===== src/hdl/ptd_pkg.sv =====
package ptd_pkg;

	// Default table depth and the cap on due reports per tick
	localparam int MAX_TASKS_DEF = 16;
	localparam int MAX_RESULTS   = 16;

	// Field widths
	localparam int ID_W   = 8;
	localparam int TIME_W = 32;
	localparam int ACT_W  = 2;

	// Action codes
	localparam logic [ACT_W-1:0] ACT_TICK     = 2'd0;
	localparam logic [ACT_W-1:0] ACT_ARRANGE  = 2'd1;
	localparam logic [ACT_W-1:0] ACT_DISMISS  = 2'd2;
	localparam logic [ACT_W-1:0] ACT_RESTART  = 2'd3;

	// Result kinds and status codes
	localparam logic KIND_DUE    = 1'b0;
	localparam logic KIND_STATUS = 1'b1;
	localparam logic ST_OK       = 1'b0;
	localparam logic ST_FAIL     = 1'b1;

	// One table entry
	typedef struct packed {
		logic [ID_W-1:0]   id;
		logic [TIME_W-1:0] period;
		logic [TIME_W-1:0] last_run;
	} slot_t;

	// Per-cycle commands broadcast to every cell
	typedef struct packed {
		logic rotate;
		logic restart;
		logic arrange;
		logic append;
		logic dismiss;
	} cell_ctl_t;

endpackage


===== src/hdl/ptd_cell.sv =====
module ptd_cell (
	input  logic                        clk,
	input  ptd_pkg::cell_ctl_t          ctl,
	input  logic                        used,
	input  logic                        tail,
	input  logic [ptd_pkg::ID_W-1:0]    key_id,
	input  logic [ptd_pkg::TIME_W-1:0]  key_period,
	input  logic [ptd_pkg::TIME_W-1:0]  now,
	input  ptd_pkg::slot_t              nbr,
	input  logic                        found_i,
	output logic                        found_o,
	output ptd_pkg::slot_t              slot
);
	import ptd_pkg::*;

	slot_t slot_q;
	logic  match;

	// Compare own id and pass the found flag down the row
	assign match   = used && (slot_q.id == key_id);
	assign found_o = found_i || match;
	assign slot    = slot_q;

	// Take the neighbor on rotate or on a dismiss at or above this cell
	always_ff @(posedge clk) begin
		if (ctl.rotate || (ctl.dismiss && found_o)) begin
			slot_q <= nbr;
		end else if (ctl.restart) begin
			slot_q.last_run <= now;
		end else if (ctl.arrange && match && !found_i) begin
			slot_q.period <= key_period;
		end else if (ctl.append && tail) begin
			slot_q.id       <= key_id;
			slot_q.period   <= key_period;
			slot_q.last_run <= '0;
		end
	end

endmodule


===== src/hdl/periodic_task_dispatcher.sv =====
// Channel  Direction  Handshake               Payload
// in       input      in_valid / in_stall     action, task_id, period, now
// out      output     out_valid / out_stall   kind, due_id, status, last
//
// Arrange, dismiss and restart each answer with a status report, which is in the
// output register on the edge after the request.
// Tick rotates the row of cells once around; the rotation pauses while a
// report waits in the stalled output register.
// Reset clears the task count and all control state; cell contents are
// only read below the task count.
// A new request is taken only when no tick scan runs and the output
// register is free or being emptied.
module periodic_task_dispatcher #(
	parameter int MAX_TASKS = ptd_pkg::MAX_TASKS_DEF
) (
	input  logic                        clk,
	input  logic                        arst_n,
	input  logic                        in_valid,
	output logic                        in_stall,
	input  logic [ptd_pkg::ACT_W-1:0]   action,
	input  logic [ptd_pkg::ID_W-1:0]    task_id,
	input  logic [ptd_pkg::TIME_W-1:0]  period,
	input  logic [ptd_pkg::TIME_W-1:0]  now,
	output logic                        out_valid,
	input  logic                        out_stall,
	output logic                        kind,
	output logic [ptd_pkg::ID_W-1:0]    due_id,
	output logic                        status,
	output logic                        last
);
	import ptd_pkg::*;

	localparam int CW = $clog2(MAX_TASKS + 1);
	localparam int RW = $clog2(MAX_RESULTS + 1);

	logic [CW-1:0]     count_q;
	logic [CW-1:0]     step_q;
	logic [RW-1:0]     n_q;
	logic              busy_q;
	logic [TIME_W-1:0] now_q;
	logic              pend_valid_q;
	logic [ID_W-1:0]   pend_id_q;
	logic              out_valid_q;
	logic              out_kind_q;
	logic [ID_W-1:0]   out_id_q;
	logic              out_status_q;
	logic              out_last_q;

	cell_ctl_t         ctl;
	slot_t             slots [MAX_TASKS];
	slot_t             wrap;
	logic [MAX_TASKS:0] found;

	logic              accept;
	logic              out_free;
	logic              scanning;
	logic              full;
	logic              found_any;
	logic [TIME_W-1:0] elapsed;
	logic              due;

	assign out_free  = !out_valid_q || !out_stall;
	assign in_stall  = busy_q || !out_free;
	assign accept    = in_valid && !in_stall;
	assign scanning  = busy_q && (step_q != CW'(MAX_TASKS));
	assign full      = (count_q == CW'(MAX_TASKS));
	assign found_any = found[MAX_TASKS];

	// Test the head cell while the row turns
	assign elapsed = now_q - slots[0].last_run;
	assign due     = (step_q < count_q) && (elapsed >= slots[0].period)
		&& (n_q < RW'(MAX_RESULTS));

	// Stamp the head with the tick time, if it is due, as it wraps to the tail
	always_comb begin
		wrap = slots[0];
		if (due) begin
			wrap.last_run = now_q;
		end
	end

	// Commands for the row
	always_comb begin
		ctl.rotate  = scanning && out_free;
		ctl.restart = accept && (action == ACT_RESTART);
		ctl.arrange = accept && (action == ACT_ARRANGE);
		ctl.append  = accept && (action == ACT_ARRANGE) && !found_any && !full;
		ctl.dismiss = accept && (action == ACT_DISMISS);
	end

	assign found[0] = 1'b0;

	// Row of cells
	for (genvar i = 0; i < MAX_TASKS; i++) begin : g_cell
		slot_t nbr;
		if (i == MAX_TASKS - 1) begin : g_tail
			assign nbr = wrap;
		end else begin : g_mid
			assign nbr = slots[i+1];
		end
		ptd_cell u_cell (
			.clk        (clk),
			.ctl        (ctl),
			.used       (CW'(i) < count_q),
			.tail       (CW'(i) == count_q),
			.key_id     (task_id),
			.key_period (period),
			.now        (now),
			.nbr        (nbr),
			.found_i    (found[i]),
			.found_o    (found[i+1]),
			.slot       (slots[i])
		);
	end

	// Task count
	always_ff @(posedge clk or negedge arst_n) begin
		if (!arst_n) begin
			count_q <= '0;
		end else if (ctl.append) begin
			count_q <= count_q + CW'(1);
		end else if (ctl.dismiss && found_any) begin
			count_q <= count_q - CW'(1);
		end
	end

	// Tick scan control
	always_ff @(posedge clk or negedge arst_n) begin
		if (!arst_n) begin
			busy_q       <= 1'b0;
			step_q       <= '0;
			n_q          <= '0;
			pend_valid_q <= 1'b0;
		end else if (accept && (action == ACT_TICK)) begin
			busy_q       <= 1'b1;
			step_q       <= '0;
			n_q          <= '0;
			pend_valid_q <= 1'b0;
		end else if (ctl.rotate) begin
			step_q <= step_q + CW'(1);
			if (due) begin
				n_q          <= n_q + RW'(1);
				pend_valid_q <= 1'b1;
			end
		end else if (busy_q && !scanning && out_free) begin
			busy_q       <= 1'b0;
			pend_valid_q <= 1'b0;
		end
	end

	// Scan payload
	always_ff @(posedge clk) begin
		if (accept && (action == ACT_TICK)) begin
			now_q <= now;
		end
		if (ctl.rotate && due) begin
			pend_id_q <= slots[0].id;
		end
	end

	// Output valid
	always_ff @(posedge clk or negedge arst_n) begin
		if (!arst_n) begin
			out_valid_q <= 1'b0;
		end else if (accept && (action != ACT_TICK)) begin
			out_valid_q <= 1'b1;
		end else if (ctl.rotate && due && pend_valid_q) begin
			out_valid_q <= 1'b1;
		end else if (busy_q && !scanning && out_free && pend_valid_q) begin
			out_valid_q <= 1'b1;
		end else if (out_valid_q && !out_stall) begin
			out_valid_q <= 1'b0;
		end
	end

	// Output payload
	always_ff @(posedge clk) begin
		if (accept && (action != ACT_TICK)) begin
			out_kind_q   <= KIND_STATUS;
			out_id_q     <= '0;
			out_last_q   <= 1'b1;
			case (action)
				ACT_ARRANGE: out_status_q <= (found_any || !full) ? ST_OK : ST_FAIL;
				ACT_DISMISS: out_status_q <= found_any ? ST_OK : ST_FAIL;
				default:     out_status_q <= ST_OK;
			endcase
		end else if (ctl.rotate && due && pend_valid_q) begin
			out_kind_q   <= KIND_DUE;
			out_id_q     <= pend_id_q;
			out_status_q <= ST_OK;
			out_last_q   <= 1'b0;
		end else if (busy_q && !scanning && out_free && pend_valid_q) begin
			out_kind_q   <= KIND_DUE;
			out_id_q     <= pend_id_q;
			out_status_q <= ST_OK;
			out_last_q   <= 1'b1;
		end
	end

	assign out_valid = out_valid_q;
	assign kind      = out_kind_q;
	assign due_id    = out_id_q;
	assign status    = out_status_q;
	assign last      = out_last_q;

	// Table never overfills
	a_count_max: assert property (@(posedge clk) disable iff (!arst_n)
		count_q <= CW'(MAX_TASKS))
		else $error("task count above table depth");

	// Report cap holds
	a_n_max: assert property (@(posedge clk) disable iff (!arst_n)
		n_q <= RW'(MAX_RESULTS))
		else $error("due report count above cap");

	// Held due report only exists inside a scan
	a_pend_busy: assert property (@(posedge clk) disable iff (!arst_n)
		pend_valid_q |-> busy_q)
		else $error("pending report outside a tick scan");

	// Commands answer with a status report on the next edge
	a_cmd_status: assert property (@(posedge clk) disable iff (!arst_n)
		(accept && (action != ACT_TICK)) |=> (out_valid_q && out_kind_q == KIND_STATUS
			&& out_last_q))
		else $error("command without status report");

	// Scan with nothing held ends once the row has turned
	a_scan_end: assert property (@(posedge clk) disable iff (!arst_n)
		(busy_q && !scanning && !pend_valid_q) |=> !busy_q)
		else $error("tick scan did not finish");

endmodule


===== config.mk =====
export PLATFORM = sky130hd
export DESIGN_NAME = periodic_task_dispatcher
export DESIGN_NICKNAME = d
export VERILOG_FILES = /design/src/hdl/ptd_pkg.sv /design/src/hdl/ptd_cell.sv /design/src/hdl/periodic_task_dispatcher.sv
export SDC_FILE = /design/constraint.sdc
export NUM_CORES = 2
export LEC_CHECK = 0
export ABC_AREA = 1
export BUFFER_PORTS_ARGS = -buffer_cell sky130_fd_sc_hd__buf_2
export CAP_MARGIN = 20
export CELL_PAD_IN_SITES_DETAIL_PLACEMENT = 0
export CELL_PAD_IN_SITES_GLOBAL_PLACEMENT = 2
export CORE_MARGIN = 2
export CORE_UTILIZATION = 40
export CTS_BUF_LIST = sky130_fd_sc_hd__clkbuf_4
export CTS_CLUSTER_DIAMETER = 80
export DETAILED_ROUTE_END_ITERATION = 8
export PLACE_DENSITY = 0.77
export REMOVE_ABC_BUFFERS = 1
export SYNTH_ARGS = -nofsm -noshare
export SYNTH_HDL_FRONTEND = slang
export SYNTH_SLANG_ARGS = --single-unit

===== constraint.sdc =====
create_clock -name clk -period 9.5 [get_ports clk]
set_input_delay 0.95 -clock clk [delete_from_list [all_inputs] [get_ports clk]]
set_output_delay 0.95 -clock clk [all_outputs]
set_load 0.01 [all_outputs]

Word level (Yosys, flattened, before mapping):

Index checks and enable logic that the tools add are counted.

* register bits after elaboration: 1221
* input bits: 78
* output and inout bits: 13
* logic and storage cells: 573

* add/sub/neg operators: 5
* $lt $le $gt $ge: 19
* equal/unequal tests: 86
* multiplexer cells: 140
* reductions and logical operators: 263

Operator list (count)
* $mux 72: 32
* $mux 32: 49
* $mux 40: 16
* $mux 8: 18
* $eq 8x8->1: 16
* $reduce_bool 3->1: 34
* $logic_and 1x1->1: 97
* $reduce_and 2->1: 35
* $ne 2x1->1 const B: 33
* $ne 3x2->1 const B: 16
* $reduce_and 3->1: 16
* $reduce_bool 2->1: 22
* $eq 4x5->1 const A: 8
* $lt 4x5->1 const A: 8
* $mux 5: 7
* $logic_or 1x1->1: 34
* $ge 32x32->1: 1
* $sub 32x32->32: 1
* $logic_not 1->1: 22
* $eq 3x5->1 const A: 4
* $lt 3x5->1 const A: 4
* $mux 1: 17
* $add 5x1->5 const B: 3
* $eq 2x5->1 const A: 2
* other kinds (15): 18

Longest topological paths before layout:

* word-level depth: 25
* gate-level depth with buffers: 30
* mapped depth without buffers: 29

Cells and area by module:

A second synthesis with hierarchy kept.

* cells, all modules: 8138
* area total of the unflattened synthesis: 69651.8 um2

By module, submodules not included
* ptd_cell: instances 16, cells an instance 456, area an instance 3972.6 um2, seq. area each 2162.1 um2
* periodic_task_dispatcher: instances 1, cells an instance 842, area an instance 6090.8 um2, seq. area each 1881.8 um2

Worst setup path after synthesis:

Ideal clock, no wire load.

* kind: reg-to-reg
* start: reg now_q[2]
* end: reg out_status_q (netlist: status), enable pin
* setup time: 0.293 ns
* arrival time: 4.715 ns
* required time: 9.207 ns
* slack: 4.492 ns
* cell stages (with the launch flop): 28
* buffers on the path: 1
* period minus slack after synthesis: 5.008 ns
* path through: edfxtp_1 ha_1 a21oi_1 nand2_1 a21oi_1 o21ai_0 a21oi_1 o21ai_0 a21boi_0 inv_1 nand2_1 nand2_1 a21boi_0 o21ai_0 xor2_1 ha_1 nand2_1 nor2_1 a211oi_1 o221a_2 nand2_1 nand2_1 nor2_1 nand2_1 nand2_1 inv_1 clkbuf_1 nand2_1

* word-level cells in the longest chain between the ends: 7

RTL lines
* start, declared: RTL line periodic_task_dispatcher.sv:40 `logic [TIME_W-1:0] now_q;`
* start signal, assigned: RTL line periodic_task_dispatcher.sv:154 `now_q <= now;`
* $sub 32x32->32: RTL line periodic_task_dispatcher.sv:70 `assign elapsed = now_q - slots[0].last_run;`
* $ge 32x32->1: RTL line periodic_task_dispatcher.sv:71 `assign due = (step_q < count_q) && (elapsed >= slots[0].period)`
* $logic_and 1x1->1: RTL line periodic_task_dispatcher.sv:71
* $logic_and 1x1->1: RTL line periodic_task_dispatcher.sv:72 `&& (n_q < RW'(MAX_RESULTS));`
* $logic_and 1x1->1 (2 in a row): RTL line periodic_task_dispatcher.sv:187 `end else if (ctl.rotate && due && pend_valid_q) begin`
* $reduce_bool 3->1 (no line)
* end signal, assigned: RTL line periodic_task_dispatcher.sv:183 `ACT_ARRANGE: out_status_q <= (found_any || !full) ? ST_OK : ST_FAIL;`
* end signal, assigned: RTL line periodic_task_dispatcher.sv:184 `ACT_DISMISS: out_status_q <= found_any ? ST_OK : ST_FAIL;`
* end, declared: RTL line periodic_task_dispatcher.sv:46 `logic out_status_q;`

Every way passes these cells.
A chain may end at the register's enable or synchronous reset.

Worst setup path after layout:

* start: reg now_q[2]
* end: reg g_cell[15].u_cell.slot_q (netlist bit g_cell[15].u_cell.slot[2]) (data pin)

* word-level cells in the longest chain between the ends: 6

RTL lines
* $sub 32x32->32: RTL line periodic_task_dispatcher.sv:70
* $ge 32x32->1: RTL line periodic_task_dispatcher.sv:71
* $logic_and 1x1->1: RTL line periodic_task_dispatcher.sv:71
* $logic_and 1x1->1: RTL line periodic_task_dispatcher.sv:72
* $mux 32 (*): RTL line periodic_task_dispatcher.sv:77 `if (due) begin`
* $mux 72 (*): RTL line ptd_cell.sv:26 `if (ctl.rotate || (ctl.dismiss && found_o)) begin`
* end signal, assigned: RTL line ptd_cell.sv:27 `slot_q <= nbr;`
* end, declared: RTL line ptd_cell.sv:16 `slot_t slot_q;`

Every way passes the cells marked *; elsewhere a longest branch is shown, timed or not.

==> reports/metrics.csv <==
metric,value,unit
worst hold-check path type,input port to async pin,
detailed-route DRC error count,0,
max incr delay on CP,0.56,ns
"Design Area, Final",62800,µm²
post-synthesis mux area share,0,
mean post-synth cell area,10.7,µm²
layout cells sized above 1,0.168,
Synth Area in Adders,0.0179,
GRT Overall Usage,0.230,
# rows,137,
Initial Util,0.403,
clk sinks,1221,
crit-path max FO,32,
Critical Path Start,now_q[2],
dpl hpwl,95300,µm
PortBufs,90,
Max clock buf depth,4,
Die Y,379,µm
Post-Route WL,164000,µm
pin count of the biggest net entering global routing,93,
first-iteration detailed-routing DRC count,3524,
crit path max-delay cell type,inv_2,
peak supply drop,0.400,mV
Worst-Skew Late Latency,1.30,ns
CP endpoint kind,flop,
Yosys cell types,62,
"non-filler cells, final",7542,
final slew viol count,0,
Place WS,3.23,ns
Worst Skew,0.111,ns
ys async rst share,0.0147,
cell area after synthesis,56200,µm²
DRT Pass-1 Iters,8,
Pwr Density,416,nW/µm²
critical path class,flop to flop,
LEAKAGE,0.0240,µW
"commonest cells after routing, fill and taps aside","1380 x nand2_1, 1193 x edfxtp_1, 1068 x o21ai_0, 520 x clkbuf_4, 239 x inv_1",
fraction of the mapped netlist area in simple logic gates,0.139,
most frequent CP cell,nand2_1,
Final setup viols,0,
Yosys warning count,0,
Final Cycle Share,0.594,
routability congestion estimate,0.856,
Post-Place Cells,6906,
Max Clk Rate,0.177,GHz
Max Cap Violations,0,
"Power, Total",26100,µW
Synth Flop Type,edfxtp_1,
Core Area,140000,µm²
H-tree depth,5,
flip-flop and latch count after synthesis,1221,
Die W,379,µm
CTS tree,yes,
CP arrival,6.58,ns
# fillers,13501,
CTS buffer count,351,
Crit path required time,10.44,ns
post-route ant nets,0,
RSZ-0062 raised after global routing,false,
XOR/XNOR Fraction of Synth Area,0.0164,
Post-synth EDFFs,1193,
status,finished clean,
Placed Area,58000,µm²
"commonest non-fill, non-tap cell in the layout",nand2_1,
Setup crit start kind,flop,
DR WL/cell,21.8,µm
Least-Margin Pin Slew,1.14,ns
clock root buffer,clkbuf_4,
synthesis-to-layout area growth,11.6,%
Fin. Hold Viols,0,
largest family of logic cells by synthesized area,simple AND/OR/NAND/NOR gates,
first-pass GRT wire length,247000,µm
sequential share of the synthesized area,0.649,
time the worst path needs with I/O delays and setup,5.64,ns
GR Overflow Total,0,
clock transition at the registers of the reported paths,0.06,ns
DR vias/cell,5.32,
Final Worst Setup Slack,3.86,ns
r2r startpoint,now_q[2],
Nets,5581,
vias,40113,
number of global-route vias before repair,39051,
Max-slew headroom,0.241,
# IOs,91,
Setup TNS Final,0,ns
Synth Area in Compound Gates,0.129,
Die Area,144000,µm²
Cells after Synth,5249,
initial antenna violation count,3,
## final cells by class
| cell class | count | area [µm²] | area share |
|---|---|---|---|
| sequential | 1221 | 36500 | 0.581 |
| multi-input combinational | 3394 | 17300 | 0.275 |
| antenna | 7 | 17.5 | 0.000279 |
| timing repair buffer | 200 | 1430 | 0.0228 |
| clock inverter | 69 | 357 | 0.00568 |
| inverter | 255 | 957 | 0.0152 |
| tap | 1876 | 2350 | 0.0374 |
| clock buffer | 520 | 3900 | 0.0622 |
## metal layers
layer,wire (µm),vias up,GRT usage
li1,-,18884,-
met1,76600,19633,0.331
met2,73400,1324,0.352
met3,10500,272,0.0386
met4,4020,0,0.0748
met5,0,-,0
## final timing paths
check / slack, ns / end / cells after the start
min reg2reg: 0.46 / kind / 2
min: 0.17 / count_q[2] / 2
max in group asynchronous: 8.96 / step_q[4] / 2
min in group clk: 0.21 / n_q[4] / 4
max reg2reg: 3.86 / g_cell[15].u_cell.slot[2] / 26
max: 3.86 / g_cell[15].u_cell.slot[2] / 26
## report_power, final
part	leakage [µW]	switching (µW)	internal (µW)
logic	0.00912	7430	2540
registers	0.0123	1030	10300
clock network	0.00258	2270	2560
total	0.0240	10700	15400
## cells in the mapped netlist, types with 4 or more instances
cell	instances	area share
a211oi_1	9	0.0012
a21boi_0	5	0.00067
a21o_1	4	0.00053
a21oi_1	51	0.0045
a22oi_1	7	0.00093
a22oi_2	6	0.0013
a31oi_1	12	0.0013
buf_1	15	0.0010
buf_12	9	0.0032
buf_2	41	0.0036
buf_4	10	0.0013
buf_6	15	0.0030
clkbuf_1	289	0.019
clkinv_1	4	0.00027
dfrtp_1	18	0.0080
dfxtp_1	10	0.0036
edfxtp_1	1193	0.64
ha_1	79	0.018
inv_1	241	0.016
inv_2	10	0.00067
nand2_1	1397	0.093
nand2_2	64	0.0071
nand3_1	53	0.0047
nand3b_1	12	0.0016
nand4_1	45	0.0050
nand4_2	4	0.00089
nand4_4	8	0.0030
nor2_1	158	0.011
nor2_2	10	0.0011
nor3_1	30	0.0027
nor3b_1	7	0.00093
nor4_1	28	0.0031
o2111ai_1	5	0.00078
o211ai_1	4	0.00053
o21ai_0	1068	0.095
o21ai_1	96	0.0085
o21ai_2	72	0.011
or2_2	18	0.0020
xnor2_1	47	0.0073
xor2_1	58	0.0090
## metrics by stage
step / util / hold slack, ns
6_report: 0.450 / 0.173
2_1_floorplan: - / 0.447
5_1_grt: 0.450 / 0.104
3_3_place_gp: 0.416 / 0.435
4_1_cts: 0.449 / 0.0496
3_5_place_dp: 0.416 / 0.447
## timing repair
action / CTS / global route
hold endpoints to repair: 51 / 0
buffers inserted: 0 / 0
gates resized for setup: 0 / 0
hold buffers: 34 / 0
## cell families (layout without fill, tap and decap cells)
group | Yosys count | count (layout)
other cells | 0 | 7
flops | 1221 | 1221
compound gates | 1357 | 1357
simple gates | 1852 | 1852
xor+xnor | 105 | 105
buf+inv | 634 | 1044
fa+ha+maj | 80 | 80
## critical path: cells and delay by family, from the launching register on
family,cells,cell delay [ns]
buf+inv,3,0.91
compound gates,12,2.26
flops,1,0.40
simple gates,8,0.91
xor+xnor,1,0.16
fa+ha+maj,2,0.67
## state kept, by name, indices dropped and copies added, names as in the netlist
register	flops
out_valid	1
g_cell.u_cell.slot	1152
step_q	5
last	1
count_q	5
kind	1
due_id	8
pend_id_q	8
now_q	32
n_q	5
busy_q	1
status	1
pend_valid_q	1
(Power assumes the default switching activity.)
